**src/rtl/core/pdi_pkg.sv**
```systemverilog
package pdi_pkg;

  localparam int unsigned OperandWidth = 32;
  localparam int unsigned RootWidth    = 16;
  localparam int unsigned CoordWidth   = 15;
  localparam int unsigned SquareWidth  = 2 * CoordWidth;
  localparam int unsigned NumSteps     = RootWidth;
  localparam int unsigned StepWidth    = $clog2(NumSteps);

  typedef enum logic {
    CMD_DISTANCE = 1'b0,
    CMD_ROOT     = 1'b1
  } command_t;

  // data carried from one root cell to the next
  typedef struct packed {
    logic                    valid;
    logic [OperandWidth-1:0] rem;
    logic [OperandWidth-1:0] acc;
  } cell_data_t;

  // probe bit for a given digit step, starting at 1 << 30
  function automatic logic [OperandWidth-1:0] probe_bit(input logic [StepWidth-1:0] step);
    logic [StepWidth-1:0] shamt;
    shamt = StepWidth'(NumSteps - 1) - step;
    return {{(OperandWidth-1){1'b0}}, 1'b1} << {shamt, 1'b0};
  endfunction

endpackage

```
**src/rtl/core/pdi_prep.sv**
```systemverilog
module pdi_prep (
  input  logic                                clk,
  input  logic                                rst_n,
  input  logic                                advance,
  input  logic                                in_valid,
  input  pdi_pkg::command_t                   command,
  input  logic [pdi_pkg::OperandWidth-1:0]    radicand,
  input  logic [pdi_pkg::CoordWidth-1:0]      first_x,
  input  logic [pdi_pkg::CoordWidth-1:0]      first_y,
  input  logic [pdi_pkg::CoordWidth-1:0]      second_x,
  input  logic [pdi_pkg::CoordWidth-1:0]      second_y,
  output pdi_pkg::cell_data_t                 d_out
);

  logic                                valid_r;
  pdi_pkg::command_t                   cmd_r;
  logic [pdi_pkg::OperandWidth-1:0]    radicand_r;
  logic [pdi_pkg::SquareWidth-1:0]     sq_x_r;
  logic [pdi_pkg::SquareWidth-1:0]     sq_y_r;
  logic [pdi_pkg::CoordWidth-1:0]      dx;
  logic [pdi_pkg::CoordWidth-1:0]      dy;
  logic [pdi_pkg::SquareWidth-1:0]     sq_x_nxt;
  logic [pdi_pkg::SquareWidth-1:0]     sq_y_nxt;
  logic [pdi_pkg::SquareWidth:0]       sum;
  pdi_pkg::cell_data_t                 d_out_r;
  pdi_pkg::cell_data_t                 d_out_nxt;

  // absolute differences and squares
  always_comb begin
    dx       = (second_x >= first_x) ? (second_x - first_x) : (first_x - second_x);
    dy       = (second_y >= first_y) ? (second_y - first_y) : (first_y - second_y);
    sq_x_nxt = pdi_pkg::SquareWidth'(dx) * pdi_pkg::SquareWidth'(dx);
    sq_y_nxt = pdi_pkg::SquareWidth'(dy) * pdi_pkg::SquareWidth'(dy);
  end

  always_ff @(posedge clk) begin
    if (!rst_n) begin
      valid_r <= 1'b0;
    end else if (advance) begin
      valid_r <= in_valid;
    end
    if (advance) begin
      cmd_r      <= command;
      radicand_r <= radicand;
      sq_x_r     <= sq_x_nxt;
      sq_y_r     <= sq_y_nxt;
    end
  end

  // squared sum or direct operand
  always_comb begin
    sum             = {1'b0, sq_x_r} + {1'b0, sq_y_r};
    d_out_nxt.valid = valid_r;
    d_out_nxt.acc   = '0;
    case (cmd_r)
      pdi_pkg::CMD_DISTANCE: d_out_nxt.rem = pdi_pkg::OperandWidth'(sum);
      pdi_pkg::CMD_ROOT:     d_out_nxt.rem = radicand_r;
      default:               d_out_nxt.rem = radicand_r;
    endcase
  end

  always_ff @(posedge clk) begin
    if (!rst_n) begin
      d_out_r <= '0;
    end else if (advance) begin
      d_out_r <= d_out_nxt;
    end
  end

  assign d_out = d_out_r;

endmodule

```
**src/rtl/core/pdi_cell.sv**
```systemverilog
module pdi_cell (
  input  logic                             clk,
  input  logic                             rst_n,
  input  logic                             advance,
  input  logic [pdi_pkg::OperandWidth-1:0] probe,
  input  pdi_pkg::cell_data_t              d_in,
  output pdi_pkg::cell_data_t              d_out
);

  logic [pdi_pkg::OperandWidth-1:0] trial;
  logic                             take;
  pdi_pkg::cell_data_t              d_out_r;
  pdi_pkg::cell_data_t              d_out_nxt;

  // one restoring bit-pair digit
  always_comb begin
    trial           = d_in.acc + probe;
    take            = (d_in.rem >= trial);
    d_out_nxt.valid = d_in.valid;
    d_out_nxt.rem   = take ? (d_in.rem - trial) : d_in.rem;
    d_out_nxt.acc   = take ? ((d_in.acc >> 1) + probe) : (d_in.acc >> 1);
  end

  always_ff @(posedge clk) begin
    if (!rst_n) begin
      d_out_r <= '0;
    end else if (advance) begin
      d_out_r <= d_out_nxt;
    end
  end

  assign d_out = d_out_r;

endmodule

```
**src/rtl/core/point_distance_isqrt_core.sv**
```systemverilog
// Floor square root engine with a point distance front end. Command 0 takes two
// points with 15-bit unsigned coordinates and returns floor(sqrt(dx*dx + dy*dy));
// command 1 returns floor(sqrt(radicand)) for a 32-bit unsigned radicand, and
// zero gives zero. Every accepted item produces exactly one 16-bit result, in
// order. The datapath is two front-end registers (squares, then the squared sum
// or the radicand) followed by a row of 16 identical root cells, each resolving
// one root digit from the top bit pair down and passing remainder and partial
// root to the next cell. out_valid for an item rises once it has passed the
// first front-end register, which captures at the edge that takes it, then the
// second front-end register and the 16 digit cells in turn. The whole row
// shifts together, so a new item can be taken in any cycle in which the result
// port is not stalled; while out_valid is high and out_ready is low everything
// holds and in_ready is low.
module point_distance_isqrt_core (
  input  logic                             clk,
  input  logic                             rst_n,
  input  logic                             in_valid,
  output logic                             in_ready,
  input  logic                             in_command,
  input  logic [pdi_pkg::OperandWidth-1:0] in_radicand,
  input  logic [pdi_pkg::CoordWidth-1:0]   in_first_x,
  input  logic [pdi_pkg::CoordWidth-1:0]   in_first_y,
  input  logic [pdi_pkg::CoordWidth-1:0]   in_second_x,
  input  logic [pdi_pkg::CoordWidth-1:0]   in_second_y,
  output logic                             out_valid,
  input  logic                             out_ready,
  output logic [pdi_pkg::RootWidth-1:0]    out_root_value
);

  // global shift enable for the whole row
  logic                advance;
  pdi_pkg::command_t   command;
  // chain[0] comes from the front end, chain[NumSteps] is the finished root
  pdi_pkg::cell_data_t chain [0:pdi_pkg::NumSteps];

  assign command = pdi_pkg::command_t'(in_command);

  // the last cell doubles as the output register
  assign out_valid = chain[pdi_pkg::NumSteps].valid;
  assign advance   = !out_valid || out_ready;
  assign in_ready  = advance;

  // front end: absolute differences, squares, then squared sum or radicand
  pdi_prep u_prep (
    .clk      (clk),
    .rst_n    (rst_n),
    .advance  (advance),
    .in_valid (in_valid),
    .command  (command),
    .radicand (in_radicand),
    .first_x  (in_first_x),
    .first_y  (in_first_y),
    .second_x (in_second_x),
    .second_y (in_second_y),
    .d_out    (chain[0])
  );

  // row of digit cells, probe bit moving down two places per cell
  for (genvar i = 0; i < pdi_pkg::NumSteps; i++) begin : g_cell
    pdi_cell u_cell (
      .clk     (clk),
      .rst_n   (rst_n),
      .advance (advance),
      .probe   (pdi_pkg::probe_bit(pdi_pkg::StepWidth'(i))),
      .d_in    (chain[i]),
      .d_out   (chain[i+1])
    );
  end

  // root is at most 16 bits once all digits are done
  assign out_root_value = chain[pdi_pkg::NumSteps].acc[pdi_pkg::RootWidth-1:0];

  // reset empties the row
  a_reset_empty: assert property (@(posedge clk)
    !rst_n |=> !out_valid)
    else $error("result valid right after reset");

  // a stalled row keeps its entry stage untouched
  a_stall_holds: assert property (@(posedge clk) disable iff (!rst_n)
    !advance |=> $stable(chain[0]))
    else $error("entry stage changed while stalled");

  // floor root property: leftover never exceeds twice the root
  a_rem_bound: assert property (@(posedge clk) disable iff (!rst_n)
    out_valid |-> ({1'b0, chain[pdi_pkg::NumSteps].rem}
                   <= {chain[pdi_pkg::NumSteps].acc, 1'b0}))
    else $error("root remainder out of range");

  // the finished root fits the result field
  a_root_width: assert property (@(posedge clk) disable iff (!rst_n)
    out_valid |-> (chain[pdi_pkg::NumSteps].acc[pdi_pkg::OperandWidth-1:pdi_pkg::RootWidth]
                   == '0))
    else $error("root wider than result field");

endmodule

```
**config.mk**
```make
export PLATFORM = sky130hd
export DESIGN_NAME = point_distance_isqrt_core
export DESIGN_NICKNAME = d
export VERILOG_FILES = /design/src/rtl/core/pdi_pkg.sv /design/src/rtl/core/pdi_prep.sv /design/src/rtl/core/pdi_cell.sv /design/src/rtl/core/point_distance_isqrt_core.sv
export SDC_FILE = /design/constraint.sdc
export NUM_CORES = 2
export LEC_CHECK = 0
export BUFFER_PORTS_ARGS = -buffer_cell sky130_fd_sc_hd__buf_2
export CORE_ASPECT_RATIO = 1.5
export CORE_UTILIZATION = 40
export CTS_BUF_LIST = sky130_fd_sc_hd__clkbuf_2
export DETAILED_ROUTE_END_ITERATION = 16
export RECOVER_POWER = 100
export REMOVE_ABC_BUFFERS = 1
export SKIP_CTS_REPAIR_TIMING = 1
export SYNTH_ARGS = -nofsm -noshare
export SYNTH_HDL_FRONTEND = slang
export SYNTH_SLANG_ARGS = --single-unit
export TNS_END_PERCENT = 20
```
**constraint.sdc**
```tcl
create_clock -name clk -period 9.85 [get_ports clk]
set_input_delay 0.4925 -clock clk [delete_from_list [all_inputs] [get_ports clk]]
set_output_delay 0.4925 -clock clk [all_outputs]
set_load 0.02 [all_outputs]
```
Word level (Yosys, flattened, before mapping). Cells that the tools add are included.

Flip-flop bits (word level): 1119. Bits in latches: 0. Memory bits (writable): 0. Bits in read-only memories: 0. Output and inout bits: 18. Logic and storage cells: 161. Memories: 0.

Add/sub/neg operators: 50. $mul: 2. Div/mod/pow operators: 0. Order comparisons: 18. Equal/unequal tests: 0. Shift-type cells: 0. Muxes and demuxes: 34. Bitwise logic cells: 1. Reductions and logical operators: 2.

Operators with widths (number): two-way mux 32 bit (29); greater-or-equal comparator 32 bit (15); subtractor 32 bit (14); one-hot mux 32 bit (2 select lines) (1); multiplier 15 x 15 -> 30 bit (2); subtractor 15 bit (4); adder 31 x 11 -> 32 bit, second input constant (1); adder 31 x 13 -> 32 bit, second input constant (1); adder 31 x 15 -> 32 bit, second input constant (1); adder 31 x 17 -> 32 bit, second input constant (1); adder 31 x 19 -> 32 bit, second input constant (1); adder 31 x 21 -> 32 bit, second input constant (1); adder 31 x 23 -> 32 bit, second input constant (1); adder 31 x 25 -> 32 bit, second input constant (1); adder 31 x 27 -> 32 bit, second input constant (1); adder 31 x 29 -> 32 bit, second input constant (1); adder 31 x 3 -> 32 bit, second input constant (1); adder 31 x 5 -> 32 bit, second input constant (1); adder 31 x 7 -> 32 bit, second input constant (1); adder 31 x 9 -> 32 bit, second input constant (1); adder 32 x 1 -> 32 bit, second input constant (1); adder 32 x 11 -> 32 bit, second input constant (1); adder 32 x 13 -> 32 bit, second input constant (1); adder 32 x 15 -> 32 bit, second input constant (1); 22 further kinds (24).

Longest topological paths before layout.
Depth after elaboration: 3. Depth in mapped cells: 38.

By module. A second synthesis with hierarchy kept.

Cells, all modules: 18267. Area total of the unflattened synthesis: 142008.7 µm².

Modules (own cells, without submodules): pdi_cell (g_cell[2].u_cell ...) (times used 8, cells each 1021, area each 7741.2 µm²); pdi_cell (g_cell[13].u_cell ...) (times used 4, cells each 964, area each 7373.3 µm²); pdi_prep (times used 1, cells each 2179, area each 20290.7 µm²); pdi_cell (g_cell[10].u_cell ...) (times used 2, cells each 1035, area each 7547.2 µm²); pdi_cell (g_cell[0].u_cell) (times used 1, cells each 1033, area each 7802.5 µm²); pdi_cell (g_cell[12].u_cell) (times used 1, cells each 958, area each 7384.6 µm²); point_distance_isqrt_core (times used 1, cells each 3, area each 13.8 µm²).

Least setup slack after synthesis. OpenSTA, ideal clock, no wires.

Path kind: input-to-reg. From: input in_first_y[2] (netlist bit). To: register u_prep.sq_y_r[28] (netlist bit) (data pin). Setup time: 0.258 ns. Data arrival time: 8.449 ns. Required time: 9.592 ns. Path slack: 1.142 ns. Stages: 36. Path buffers: 2. Path through: inv_1 ha_1 buf_2 a21oi_1 a21boi_0 a2111o_1 a31oi_1 o21ai_2 nor3b_1 a31o_2 xor2_1 inv_1 clkbuf_1 nand2_1 inv_1 fa_1 inv_1 fa_1 inv_1 fa_1 fa_1 fa_1 inv_1 fa_1 inv_1 ha_1 a21o_1 a21o_1 a21o_1 a21oi_1 o21ai_0 a311oi_1 o31ai_1 a41o_1 a21oi_1 xnor2_1.

Cells in the longest elaborated chain, start to end: 3. Elaborated cells on any way between the ends: 5. Those cells by class: 2 x add/sub; 1 x mul; 1 x order compare; 1 x mux.

RTL lines: start: declaration (RTL line point_distance_isqrt_core.sv:22) `input logic [pdi_pkg::CoordWidth-1:0] in_first_y,`; subtractor 15 bit / greater-or-equal comparator 15 bit (equally long branches) (RTL line pdi_prep.sv:31) `dy = (second_y >= first_y) ? (second_y - first_y) : (first_y - second_y);`; two-way mux 15 bit (*) (RTL line pdi_prep.sv:31); multiplier 15 x 15 -> 30 bit (*) (RTL line pdi_prep.sv:33) `sq_y_nxt = pdi_pkg::SquareWidth'(dy) * pdi_pkg::SquareWidth'(dy);`; net u_prep.sq_y_nxt, one bit (RTL line pdi_prep.sv:23) `logic [pdi_pkg::SquareWidth-1:0] sq_y_nxt;`; end signal: assignment (RTL line pdi_prep.sv:46) `sq_y_r <= sq_y_nxt;`; end: declaration (RTL line pdi_prep.sv:19) `logic [pdi_pkg::SquareWidth-1:0] sq_y_r;`.

Mark *: on every way through the listed nets, which the timed path passes. The rest lies on a longest branch. A chain may end at the register's enable or synchronous reset.

Final worst setup path.
From: input in_second_y[2] (netlist bit). To: register u_prep.sq_y_r[28] (netlist bit) (data pin).

Cells in the longest elaborated chain, start to end: 3. Elaborated cells on any way between the ends: 5. Those cells by class: 2 x add/sub; 1 x mul; 1 x order compare; 1 x mux.

RTL lines: start: declaration (RTL line point_distance_isqrt_core.sv:24) `input logic [pdi_pkg::CoordWidth-1:0] in_second_y,`; subtractor 15 bit / greater-or-equal comparator 15 bit (equally long branches) (RTL line pdi_prep.sv:31); two-way mux 15 bit (*) (RTL line pdi_prep.sv:31); multiplier 15 x 15 -> 30 bit (*) (RTL line pdi_prep.sv:33); net u_prep.sq_y_nxt, one bit (RTL line pdi_prep.sv:23).

Marks and branches as above.

==> impl_metrics.ini <==
[clock_network]
clk_path_buf_depth = 3
cts-root-buf = clkbuf_2
cts_tree = yes
path_clk_slew_ns = 0.10
h-tree-depth = 4
cts.sinks = 757
clk_latency_ns = 1.59
cts_buffers = 189

[global_route]
grt_pass1_wl_mm = 217
grt_max_degree = 228
track_usage_pct = 20.9
grt_overflow = 0
grt_pass1_vias = 42853
antenna_found_initial = 3

[sta]
finalSetupTns_ns = 0
period_minus_slack_ns = 8.91
setup_violations = 0
fmax_mhz = 112
finalHoldViolations = 0
skew_ns = 0.141
rsz0062_at_grt = false
slew_headroom_pct = -434
min_period_over_period_pct = 90.4
worstMarginPinSlew_ns = 8.01
finalMaxSlewViolations = 733

[place]
placedInstanceArea_um2 = 53200
gp_congestion = 0.886
dp_hpwl_mm = 100
io_buffers = 114

[critical_path]
crit_family = adder cells
critical_path_buf_inv_count = 9
r2r-start = g_cell[15].u_cell.d_out[64]$_SDFFE_PN0P_
max_stage_delay_ns = 0.58
cp.required_ns = 11.07
end_kind = register
cp_max_fo = 10
crit_slowest_cell = fa_1
rr_endpoint = g_cell[10].u_cell.d_out[53]$_SDFFE_PN0P_
r2r_slack_ns = 2.49
r2r_cells = 7
arrival_ns = 10.12
path_common_cell = fa_1
crit_type = primary input to register
startpoint_type = primary input

[status]
violations = max-capacitance violations, max-slew violations
status = finished with violations

[logic_synthesis]
synth.area.top_cells = dfxtp_1 26%, fa_1 11%, ha_1 10%
synth_edf_count = 91
synthDistinctLibCells = 82
synth_top_cell_by_area = dfxtp_1
ys_seq_elements = 757
synth_flop_cell = dfxtp_1
syn_inst = 6289
seq_area_frac_synth_pct = 31.4
yosys_warnings = 0
syn_area_um2 = 51200
async_flop_share_pct = 0
syn_area_per_cell_um2 = 8.14
synth_top_area_share_pct = 26.0

[final_layout]
drive_gt1_share_pct = 7.37
postLayoutCellArea_um2 = 55700
syn_to_final_growth_pct = 8.72
layout.nets = 7223

[route]
firstDrtPassIters = 7
vias = 42758
finalWirelength_mm = 136
drcViolationCount = 0
wl_per_cell_um = 16.4
postRouteAntennaNets = 0
viasPerCell = 5.17
drt_iter0_drc = 1810

[worst_hold_path]
hp-start = in_second_x[2]
whs_endpoint = u_prep.sq_x_r[3]$_DFFE_PP_
hold_path_depth = 6
min_path_type = primary input to register

[die]
rows = 160
io_pins = 115
die_w_um = 294
die_h_um = 440
start_util_pct = 40.3
design.core.area_um2 = 127000
dieArea_um2 = 129000

[job]
drv_cap = 8
[flip-flops by register name (all words and copies together) (netlist names)]
register             flops
u_prep.radicand_r       32
u_prep.sq_y_r           29
u_prep.d_out            33
g_cell.u_cell.d_out    632
u_prep.cmd_r             1
u_prep.valid_r           1
u_prep.sq_x_r           29
[cell usage in the layout, fill, tap and decap left out, drive strengths merged, types with 23 or more instances in the layout]
cell type	netlist	final
or3	47	47
mux2i	34	34
nand2b	53	53
o21a	54	54
o211ai	25	25
inv	670	679
dlygate4sd3	0	80
nor3	127	127
a21o	94	94
xor2	66	66
edfxtp	91	91
ha	419	419
fa	276	276
xnor2	194	194
nand4	41	41
o21ai	293	293
a211oi	116	116
a21oi	709	709
nand2	1107	1107
nor2b	52	52
a31oi	32	32
buf	38	148
nor2	408	408
clkbuf	274	307
nor4	69	69
dfxtp	666	666
nand3	56	56
o21bai	23	23
clkinv	4	45
[logic make-up after synthesis]
| logic type | Yosys count | synth area share (%) |
|---|---|---|
| xor gates and xnor gates | 260 | 4.50 |
| DFF | 757 | 31.4 |
| buffers and inverters | 986 | 7.41 |
| and+or+nand+nor | 2062 | 17.7 |
| adders and majority gates | 695 | 21.0 |
| muxes | 39 | 0.775 |
| AOI/OAI and AO/OA | 1490 | 17.2 |
[metal layers]
| metal | GRT usage [%] | up-vias | wire (µm) |
|---|---|---|---|
| li1 | - | 21559 | - |
| met1 | 20.2 | 20181 | 48800 |
| met2 | 41.9 | 712 | 76200 |
| met3 | 2.89 | 306 | 3580 |
| met4 | 10.9 | 0 | 6890 |
| met5 | 0 | - | 0 |
[through the flow]
stage,worst slack [ns],hold slack [ns],util (%),cells
3_3_place_gp,0.148,0.436,42.0,7861
3_5_place_dp,0.0981,0.441,42.0,7861
6_report,0.942,0.0301,43.9,8275
5_1_grt,0.334,-0.0155,43.9,8275
2_1_floorplan,-35.63,0.432,-,5977
4_1_cts,1.71,-1.03,43.3,8188
[tightest hold or removal path, delay by kind of cell]
family | cells | cell delay (ns)
buf+inv | 2 | 0.26
fa+ha+maj | 2 | 0.44
simple gates | 1 | 0.10
xor+xnor | 1 | 0.13
[cells in the mapped netlist, types with 56 or more instances]
| cell type | number |
|---|---|
| nand2_1 | 1107 |
| a21oi_1 | 709 |
| dfxtp_1 | 666 |
| inv_1 | 666 |
| ha_1 | 419 |
| nor2_1 | 407 |
| o21ai_0 | 287 |
| fa_1 | 276 |
| clkbuf_1 | 273 |
| xnor2_1 | 193 |
| nor3_1 | 125 |
| a211oi_1 | 116 |
| a21o_1 | 94 |
| edfxtp_1 | 91 |
| nor4_1 | 69 |
| xor2_1 | 65 |
| nand3_1 | 56 |
[final cells by class]
| class | instances | area [µm²] |
|---|---|---|
| fillers | 13149 | 71300 |
| multi-input cells | 4546 | 31400 |
| flip-flops and latches | 757 | 16100 |
| inverters | 674 | 2540 |
| well taps | 1701 | 2130 |
| repair buffers | 263 | 1860 |
| clock buffers | 273 | 1370 |
| clock inverters | 54 | 333 |
| diodes | 7 | 17.5 |
[how the worst max path moves through the flow]
stage / from / to / cells past startpoint
after floorplan: out_ready / g_cell[12].u_cell.d_out[50]$_SDFFE_PN0P_ / 5
after global placement: in_first_y[6] / u_prep.sq_y_r[28]$_DFFE_PP_ / 34
after detailed placement: in_first_y[6] / u_prep.sq_y_r[28]$_DFFE_PP_ / 34
after CTS: in_first_y[6] / u_prep.sq_y_r[28]$_DFFE_PP_ / 34
after global routing: in_second_y[2] / u_prep.sq_y_r[28]$_DFFE_PP_ / 34
final: in_second_y[2] / u_prep.sq_y_r[28]$_DFFE_PP_ / 34
Power is left out: the tool's default activity adds up to more than one toggle a clock period on the data nets, which glitch-free logic cannot reach.
